**src/tlf_pkg.sv**
```systemverilog
// Shared constants and codes of the tilemap layer tile fetch.
`default_nettype none
package tlf_pkg;

  localparam int MAP_DEPTH = 16384;
  localparam int TILE_IDS  = 4096;
  localparam int MAP_AW    = $clog2(MAP_DEPTH);
  localparam int TILE_AW   = $clog2(TILE_IDS);

  localparam int TILE_W    = 12;
  localparam int ADDR_W    = 14;
  localparam int POS_W     = 5;
  localparam int MODE_W    = 2;
  localparam int FUNC_W    = 2;
  localparam int SCR_W     = 10;
  localparam int SCROLL_W  = 16;
  localparam int PAR_W     = 5;
  localparam int PROD_W    = SCROLL_W + PAR_W;
  localparam int CNT_W     = $clog2(PROD_W);
  localparam int WIDTH_W   = 15;
  localparam int COUNT_W   = 13;
  localparam int REG_IDX_W = 3;
  localparam int CFG_W     = 16;

  localparam logic [FUNC_W-1:0] FUNC_MAP_WR  = 2'd0;
  localparam logic [FUNC_W-1:0] FUNC_XLAT_WR = 2'd1;
  localparam logic [FUNC_W-1:0] FUNC_FETCH   = 2'd2;

  localparam logic [MODE_W-1:0] MODE_OPAQUE  = 2'd0;
  localparam logic [MODE_W-1:0] MODE_MASKED  = 2'd1;
  localparam logic [MODE_W-1:0] MODE_BLEND   = 2'd2;
  localparam logic [MODE_W-1:0] MODE_SPARE   = 2'd3;

  localparam logic [REG_IDX_W-1:0] REG_SCROLL_X   = 3'd0;
  localparam logic [REG_IDX_W-1:0] REG_SCROLL_Y   = 3'd1;
  localparam logic [REG_IDX_W-1:0] REG_MUL_X      = 3'd2;
  localparam logic [REG_IDX_W-1:0] REG_DIV_X      = 3'd3;
  localparam logic [REG_IDX_W-1:0] REG_MUL_Y      = 3'd4;
  localparam logic [REG_IDX_W-1:0] REG_DIV_Y      = 3'd5;
  localparam logic [REG_IDX_W-1:0] REG_MAP_WIDTH  = 3'd6;
  localparam logic [REG_IDX_W-1:0] REG_TILE_COUNT = 3'd7;

endpackage
`default_nettype wire

```
**src/tlf_div.sv**
```systemverilog
// Restoring divider, one quotient bit per cycle, for the parallax origin.
`default_nettype none
module tlf_div
  import tlf_pkg::*;
(
  input  wire logic              clk,
  input  wire logic              rst,
  input  wire logic              start,
  input  wire logic [PROD_W-1:0] dividend,
  input  wire logic [PAR_W-1:0]  divisor,
  output logic                   busy,
  output logic      [PROD_W-1:0] quotient
);

  logic [PAR_W-1:0] rem;
  logic [PAR_W-1:0] dreg;
  logic [CNT_W-1:0] cnt;
  logic [PAR_W:0]   sh;
  logic [PAR_W:0]   diff;
  logic             fits;

  always_comb begin
    sh   = {rem, quotient[PROD_W-1]};
    diff = sh - {1'b0, dreg};
    fits = sh >= {1'b0, dreg};
  end

  always_ff @(posedge clk) begin
    if (rst) begin
      busy     <= 1'b0;
      quotient <= '0;
      cnt      <= '0;
    end else if (start) begin
      busy     <= 1'b1;
      quotient <= dividend;
      rem      <= '0;
      dreg     <= divisor;
      cnt      <= '0;
    end else if (busy) begin
      rem      <= fits ? diff[PAR_W-1:0] : sh[PAR_W-1:0];
      quotient <= {quotient[PROD_W-2:0], fits};
      cnt      <= cnt + 1'b1;
      if (cnt == CNT_W'(PROD_W - 1)) begin
        busy <= 1'b0;
      end
    end
  end

endmodule
`default_nettype wire

```
**config.mk**
```make
export PLATFORM = sky130hd
export DESIGN_NAME = tlf_div
export DESIGN_NICKNAME = d
export VERILOG_FILES = /design/src/tlf_pkg.sv /design/src/tlf_div.sv
export SDC_FILE = /design/constraint.sdc
export NUM_CORES = 1
export LEC_CHECK = 0
export ABC_AREA = 1
export BUFFER_PORTS_ARGS = -buffer_cell sky130_fd_sc_hd__buf_2
export CORE_MARGIN = 1.5
export CORE_UTILIZATION = 52
export DETAILED_ROUTE_END_ITERATION = 8
export GPL_TIMING_DRIVEN = 0
export PLACE_DENSITY = 0.79
export SLEW_MARGIN = 10
export SYNTH_ARGS = -nofsm -noshare
export SYNTH_HDL_FRONTEND = slang
export SYNTH_SLANG_ARGS = --single-unit
export TNS_END_PERCENT = 1
```
**constraint.sdc**
```tcl
create_clock -name clk -period 1.9 [get_ports clk]
set_clock_uncertainty 0.15 [all_clocks]
set_input_delay 0 -clock clk [delete_from_list [all_inputs] [get_ports clk]]
set_output_delay 0 -clock clk [all_outputs]
set_load 0.1 [all_outputs]
```
=== After elaboration in Yosys (flattened, before gate mapping) ===
Cells that the tools add are included.

* Register bits: 37
* Memory bits (read-only): 0
* Output and inout port bits: 22
* Bits of input ports: 29
* Logic and storage cells: 21
* Latch bits: 0
* Memories: 0
* RAM bits: 0

* Divide/modulo/power cells: 0
* Order comparisons: 1
* Muxes and demuxes: 7
* Equal/unequal tests: 1
* Add/subtract/negate cells: 2
* Reductions and logical operators: 4
* Multiply operators: 0
* Shift-type cells: 0
* Bitwise logic cells: 1

{| class="wikitable"
|+ Operators with widths
! cell !! number
|-
| two-way mux 21 bit || 2
|-
| two-way mux 5 bit || 2
|-
| >= comparator 6 x 5 -> 1 bit || 1
|-
| adder 5 x 1 -> 5 bit, second input constant || 1
|-
| equality test 5 bit, second input constant || 1
|-
| subtractor 5 bit || 1
|-
| AND reduction 2 bit || 2
|-
| two-way mux 1 bit || 3
|-
| nonzero test 2 bit || 1
|-
| OR reduction 2 bit || 1
|-
| NOT 1 bit || 1
|}

=== Logic depth before layout (Yosys ltp) ===
Gate-level depths: netlist of run 1.

* Depth after elaboration: 4
* Gate-level depth with buffers: 11
* Gate-level depth less buffers: 11

=== Worst setup path after synthesis of run 1 ===
Ideal clock, no wire load.

* Path type: flip-flop to flip-flop
* Start point: reg quotient[20]
* End point: reg rem[1] (data pin)
* Cell stages (with the launch flop): 12
* Setup time: 0.253 ns
* Data arrival time: 2.108 ns
* Clock period less this slack: 2.510 ns
* Setup slack: -0.610 ns
* Required time: 1.497 ns
* Path buffers: 0
* Cell sequence: dfxtp_1 -> inv_1 -> ha_1 -> inv_1 -> fa_1 -> nand2_1 -> nand2_1 -> nand3_2 -> nand2_4 -> inv_2 -> nor2_1 -> nor2_1

* Word-level cells in the longest chain between the ends: 3
* Elaborated cells on any way between the ends: 4

{| class="wikitable"
|+ RTL lines
! element !! RTL line !! text
|-
| start, declared || tlf_div.sv:12 || <nowiki>output logic [PROD_W-1:0] quotient</nowiki>
|-
| start signal, assigned || tlf_div.sv:35 || <nowiki>quotient <= dividend;</nowiki>
|-
| start signal, assigned || tlf_div.sv:41 || <nowiki>quotient <= {quotient[PROD_W-2:0], fits};</nowiki>
|-
| subtractor 5 bit or >= comparator 6 x 5 -> 1 bit (tied branches) || tlf_div.sv:24, tlf_div.sv:25 ||
|-
| two-way mux 5 bit (*) || tlf_div.sv:40 || <nowiki>rem <= fits ? diff[PAR_W-1:0] : sh[PAR_W-1:0];</nowiki>
|-
| two-way mux 5 bit (*) || tlf_div.sv:39 || <nowiki>end else if (busy) begin</nowiki>
|-
| end signal, assigned || tlf_div.sv:40 ||
|-
| end, declared || tlf_div.sv:15 || <nowiki>logic [PAR_W-1:0] rem;</nowiki>
|}

Every way passes the cells marked *; elsewhere a longest branch is shown, timed or not. The select of a mux whose other input is x is not followed.
A chain may end at the register's enable or synchronous reset.

=== Final worst setup path of run 1 ===
* Start point: reg dreg[0]
* End point: reg rem[0] (data pin)

* Word-level cells in the longest chain between the ends: 3
* Elaborated cells on any way between the ends: 4

{| class="wikitable"
|+ RTL lines
! element !! RTL line !! text
|-
| start, declared || tlf_div.sv:16 || <nowiki>logic [PAR_W-1:0] dreg;</nowiki>
|-
| start signal, assigned || tlf_div.sv:37 || <nowiki>dreg <= divisor;</nowiki>
|-
| subtractor 5 bit or >= comparator 6 x 5 -> 1 bit (tied branches) || tlf_div.sv:24, tlf_div.sv:25 ||
|-
| two-way mux 5 bit (*) || tlf_div.sv:40 ||
|-
| two-way mux 5 bit (*) || tlf_div.sv:39 ||
|}

Marks and branches as above.

==> results.md, run 1 <==
- Status: finished clean
- Worst-path fanout max: 5
- Leak: ~1.3 nW
- Worst-Skew Late Latency: roughly 0.35 ns
- EDFF count, synth: 10
- ANT nets after route: 0
- DRT iter0 DRCs: 76
- Crit path to: rem[0]$_SDFFCE_PP0P_
- Total CTS buffers: 5
- Final setup fails: 0
- Fin crit share: 0.984
- Main combinational cell family by area after synthesis: simple AND/OR/NAND/NOR gates
- Final WS setup: just under 0.03 ns
- GRT Total Usage: 0.242
- Clock Path Buffers: 2
- Layout cells sized above 1: 0.268
- Detailed Route WL: between 4000 and 5000 um
- Worst min path class: in2reg
- Die width: between 60 and 70 um
- Hold Vio Cnt, Final: 0
- Max Cap Viol: 0
- Post-synthesis mux area share: 0
- CTS Sinks: 37
- Top cell type's share of synthesized area: 0.285
- Post-Syn Nets: about 290
- Grt total ovfl: 0
- CTS tree: done
- Vias in the first global route: about 1700
- Cells after synthesis: 249
- Simple-gate area share of the yosys netlist: 0.246
- Critical path, cell by cell: ha_4, inv_2, fa_2, nand2_2, nand2_2, nand3_4, nand2_4, inv_2, nor2_1, nor2_1
- Arrival time at the worst endpoint: between 1.5 and 2 ns
- Port Buffer Count: 49
- R2R setup slack: 0.03 ns
- Synth unique cells: 32
- Avg Inst Size Synth: 7.61 sq um
- Leading area contributor after synthesis: dfxtp_1
- CP max stage cell: edfxtp_1
- Async set-reset flop share out of synthesis: 0
- Largest net degree at the start of global routing: 12
- FP Rows: 21
- Global-route wire length before repair: roughly 7500 um
- Yosys Warn Count: 0
- Total negative slack: 0 ns
- WS Path Type: reg2reg
- Fin Hold WS: approximately 0.2 ns
- CTS H-tree lvls: 2
- Initial core utilization: 0.555
- Worst Reg-to-Reg Cells: 10
- Core Region: about 0.0034 sq mm
- Nature of the critical path startpoint: register
- Reg2reg end: rem[0]$_SDFFCE_PP0P_
- # DRC: 0
- Dpl ws: -0.0677 ns
- Power per standard cell area: about 740 mW/mm^2
- Worst EP required: 1.87 ns
- # diodes: 0
- Maximum vdd drop: ~520 uV
- Detailed placer's ending HPWL: around 2900 um
- Worst hold start: divisor[2]
- CP max stage delay: around 0.43 ns
- Worst Tran Pin Value: ~0.5 ns
- Slew Limit Fails: 0
- Register area share after synthesis: 0.444
- Commonest cells after routing, fill and taps aside: buf_2 (53), nand2_1 (53), inv_1 (45)
- Largest cells by area after synthesis: dfxtp_1 (29%), edfxtp_1 (16%), nand2_1 (11%)
- Wirelength per Cell: about 13 um
- Vias: 1870
- Total Power: approximately 1.9 mW
- Synth Area in Compound Gates: 0.116
- Synth Area in Adders: 0.0568
- Synth Area in XOR/XNOR: 0.00462
- Max Freq: 535 MHz
- Initial antenna violation count: 0
- CTS root buf: clkbuf_4
- Area growth syn-to-layout: 38.1%
- Synthesized flop and latch total: 37
- Final nets: approximately 370
- Pre-antenna DRT Iters: 4
- GPL Wtd Cong: 0.812
- Ports: ~50
- Final Critical Period: about 1.9 ns
- Crit path from: dreg[0]$_DFFE_PP_
- RSZ-0062 raised after global routing: true
- CTS clk-pin slew, worst paths: ~0.12 ns
- Synth Flop Type: dfxtp_1
- Final Util: 0.766
- FF-to-FF Start: dreg[0]$_DFFE_PP_
- Chip Height: roughly 63 um
- Die ar.: between 0.004 and 0.005 sq mm
- Post-synthesis cell area: 0.00190 sq mm
- Crit end category: register
- Max_slew headroom: 0.671
- Detail-routed via count per cell: between 4 and 5
## synthesized netlist by cell type (3+ instances only)
cell       n
a21oi_1    5
buf_2      4
buf_6      3
dfxtp_1   27
edfxtp_1  10
ha_1       7
inv_1     47
inv_2      4
nand2_1   55
nand3_1    9
nor2_1    27
nor3_1     5
o21ai_0    8
o21ai_1   13
## flip-flops by register name, indices dropped and copies added (netlist names)
register and flops:
quotient 21, cnt 5, dreg 5, rem 5
busy 1
## logic make-up (layout without fill, tap and decap cells)
family / count (synthesis) / count (layout)
compound gates: 37 / 37
flops: 37 / 37
xor+xnor: 1 / 1
simple gates: 107 / 107
fa+ha+maj: 8 / 8
buf+inv: 59 / 146
## stage by stage
step           area (sq um)  instances
2_1_floorplan          1900        249
3_3_place_gp           2200        344
3_5_place_dp           2200        344
4_1_cts                2540        380
5_1_grt                2620        382
6_report               2620        382
## final cells by class
cell class              count  area [sq um]
clock buffers               6          41.3
flip-flops and latches     37           846
fillers                   243           798
multi-input cells         153           867
repair buffers             79           541
plain buffers               8          61.3
inverters                  51           194
well taps                  46          57.6
clock inverters             2          10.0
## routing by layer
| metal | routed length (um) | share of wire | vias to the layer above | GRT usage |
|---|---|---|---|---|
| met4 | 135 | 0.028 | 0 | 0.117 |
| li1 | - | - | 950 | - |
| met5 | 0 | 0 | - | 0 |
| met3 | 232 | 0.048 | 13 | 0.0589 |
| met2 | 2440 | 0.51 | 59 | 0.408 |
| met1 | 2010 | 0.42 | 848 | 0.287 |
## report_power, final
group	switching [mW]	internal, mW	leakage [nW]
Sequential	0.0302	0.862	0.319
Combinational	0.425	0.206	0.967
Clock	0.264	0.141	0.0320
## worst max-delay path, delay by kind of cell, from the launching register on
family	cells	cell delay, ns
DFF	1	0.43
buffers and inverters	2	0.13
and+or+nand+nor	6	0.51
adders and majority gates	2	0.42
## timing repair
item,CTS,global route
pin swaps,0,6
hold buffers,28,0
hold endpoints to repair,32,0
setup endpoints to repair,5,5
resized for setup,3,12
setup buffers,0,2
## worst min path at each step
| stage | endpoint | depth (start not counted) |
|---|---|---|
| detailed placement | dreg[2]$_DFFE_PP_ | 1 |
| global route | dreg[2]$_DFFE_PP_ | 2 |
| CTS | dreg[2]$_DFFE_PP_ | 2 |
| floorplan | dreg[0]$_DFFE_PP_ | 0 |
| global placement | dreg[3]$_DFFE_PP_ | 1 |
| finish | dreg[2]$_DFFE_PP_ | 2 |
Power figures use the tool's default switching activity.
==> run 2, diff against run 1 <==
CORE_UTILIZATION = 40   (was 52)
GPL_TIMING_DRIVEN = default   (was 0)
PLACE_DENSITY = default   (was 0.79)
==> run 2 against run 1 <==
Critical path depth unchanged. Flip-flop and latch count did not move. Maximum frequency rose by 4.1%. Highest routed layer unchanged. The run now ends with DRC left. Core utilization shrank 18 points. Combinational power decreased by 7.4%. Cell count up 0.52%. Final area down 0.24%. Clock power grew 43%. Largest cell class is now sequential cells. Critical path type unchanged. Register-to-register slack gained 0.07 ns.
==> results.md, run 2 (synthesis results as in run 1) <==
- Total Power: 2.06 mW (+6.6%)
- Filler cells: 425 (+75%)
- Top reg by flops: quotient
- Die ar.: 0.00516 sq mm (+28%)
- Total CTS buffers: 5 (unchanged)
- Core Region: 0.00444 sq mm (+30%)
- Critical path, cell by cell: inv_1, ha_1, inv_1, fa_2, nand2_2, nand2_2, nand3_4, nand2_4, nor2_1, nor2_1
- RSZ-0062 raised after global routing: true
- Area growth syn-to-layout: 37.8%
- Grt total ovfl: 0 (unchanged)
- Final nets: 368 (-1.1%)
- CTS clk-pin slew, worst paths: 0.08 ns (-0.04 ns)
- Wirelength per Cell: 11.0 um (-13%)
- GRT Total Usage: 0.169 (-0.0725)
- Net Sw Frac: 0.348 (-0.0251)
- Clock share of power: 0.281 (+0.071)
- Fin Hold WS: 0.276 ns (+0.0748 ns)
- Status: complete, but fails checks
- Port Buffer Count: 50 (+2.0%)
- Power per standard cell area: 787 mW/mm^2 (+6.9%)
- CTS root buf: clkbuf_8
- Largest net degree at the start of global routing: 22 (+10)
- Ports: 51 (unchanged)
- Pint: 1.34 mW (+11%)
- Dpl cells: 347 (+0.87%)
- Max_slew headroom: 0.668 (-0.00263)
- Worst Tran Pin Value: 0.502 ns (+0.00397 ns)
- CTS H-tree lvls: 2 (unchanged)
- Commonest cells after routing, fill and taps aside: nand2_1 (53), buf_2 (50), inv_1 (47)
- Post-route cell area: 0.00261 sq mm (-0.24%)
- Arrival time at the worst endpoint: 1.70 ns (-0.14 ns)
- Fin crit share: 0.946 (-0.0384)
- Max Freq: 556 MHz (+4.1%)
- CTS tree: done
- Most common cell after layout, fill and taps aside: nand2_1
- Leak: 1.32 nW (+0.42%)
- Failing checks: DRC
- Initial antenna violation count: 0 (unchanged)
- Seq pwr share: 0.435 (-0.028)
- Detailed Route WL: 4240 um (-12%)
- Vias in the first global route: 1548 (-10%)
- Maximum vdd drop: 519 uV (-0.20%)
- Layout cells sized above 1: 0.235 (-0.0329)
- CP max stage cell: fa_2
- Detail-routed via count per cell: 4.57 (-6.6%)
- Number of flip-flops in the largest register: 21 (unchanged)
- Vias: 1756 (-6.1%)
- GPL Wtd Cong: 0.777 (-4.3%)
- Final Critical Period: 1.80 ns (-0.0730 ns)
- Clock Path Buffers: 2 (unchanged)
- Hold Vio Cnt, Final: 0 (unchanged)
- Global-route wire length before repair: 6860 um (-8.9%)
- Pre-antenna DRT Iters: 6 (+2)
- FP Rows: 24 (+14%)
- Max Cap Viol: 0 (unchanged)
- Crit end category: register
- Gate power share: 0.284 (-0.043)
- ANT nets after route: 0 (unchanged)
- Initial core utilization: 0.427 (-0.128)
- CTS Sinks: 37 (unchanged)
- Worst-path fanout max: 5 (unchanged)
- # diodes: 0 (unchanged)
- WS Path Type: reg2reg
- Worst EP required: 1.80 ns (-0.07 ns)
- Detailed placer's ending HPWL: 2920 um (about the same)
- CP max stage delay: 0.36 ns (-0.07 ns)
- Nature of the critical path startpoint: register
- Sw Pwr: 715 uW (-0.53%)
- Worst-Skew Late Latency: 0.28 ns (-0.07 ns)
- Slew Limit Fails: 0 (unchanged)
- Area after DPL: 0.00218 sq mm (-0.85%)
- Worst min path class: in2reg
- Final setup fails: 0 (unchanged)
- # DRC: 2 (+2)
- Chip Height: 71.8 um (+13%)
- Die width: 71.8 um (+13%)
- DRT iter0 DRCs: 67 (-12%)
- Layout Cells excl Fill: 384 (+0.52%)
-- run 2: changes by cell type in the layout (fill, tap and decap cells not counted), sizes merged --
cell,change
buf,-5
dlygate4sd3,+1
-- run 2: critical path: cells and delay by family (launching register included) --
family	cells	cell delay (ns)
and+or+nand+nor	6	0.46
adders and majority gates	2	0.50
buffers and inverters	2	0.12
DFF	1	0.34
-- run 2: area by class of cell --
class                   count  area [sq um]  area share
clock buffers               6          82.6      0.0316
clock inverters             2          13.8     0.00527
inverters                  51           194      0.0743
multi-input cells         153           840       0.322
flip-flops and latches     37           846       0.324
well taps                  52          65.1      0.0249
repair buffers             83           571       0.218
-- run 2: final timing paths --
check / start / slack [ns] / depth (start not counted) / end
max: quotient[20]$_SDFFE_PP0N_ / 0.10 / 10 / rem[2]$_SDFFCE_PP0P_
min: divisor[1] / 0.28 / 2 / dreg[1]$_DFFE_PP_
max reg2reg: quotient[20]$_SDFFE_PP0N_ / 0.10 / 10 / rem[2]$_SDFFCE_PP0P_
min reg2reg: cnt[4]$_SDFFE_PP0P_ / 0.36 / 1 / cnt[4]$_SDFFE_PP0P_
-- run 2: power by group through the flow --
stage	logic (mW)	registers, mW	clock network [mW]
floorplan	0.223	1.10	0
global placement	0.518	0.909	0
detailed placement	0.520	0.910	0
CTS	0.566	0.892	0.592
global route	0.634	0.899	0.624
finish	0.584	0.894	0.578
-- run 2: timing repair --
action | 4_1_cts | 5_1_grt
endpoints found under the setup margin | 0 | 6
gates resized for setup | 0 | 8
setup buffers | 0 | 0
hold buffers | 29 | 0
endpoints found under the hold margin | 27 | 0
-- run 2: metrics by stage --
step | setup WS, ns | util | setup TNS [ns]
floorplan | -0.101 | - | -0.386
global placement | 0.0518 | 0.492 | 0
detailed placement | 0.0381 | 0.492 | 0
CTS | 0.0163 | 0.579 | 0
global route | -0.0155 | 0.588 | -0.0155
finish | 0.103 | 0.588 | 0
-- run 2: layer usage --
metal  vias to the layer above  wire, um  GRT usage  part of all wire
li1                        943         -          -                 -
met1                       778      2040      0.223              0.48
met2                        33      2020      0.278              0.48
met3                         2       150     0.0422             0.035
met4                         0        26     0.0440            0.0061
met5                         -         0          0                 0
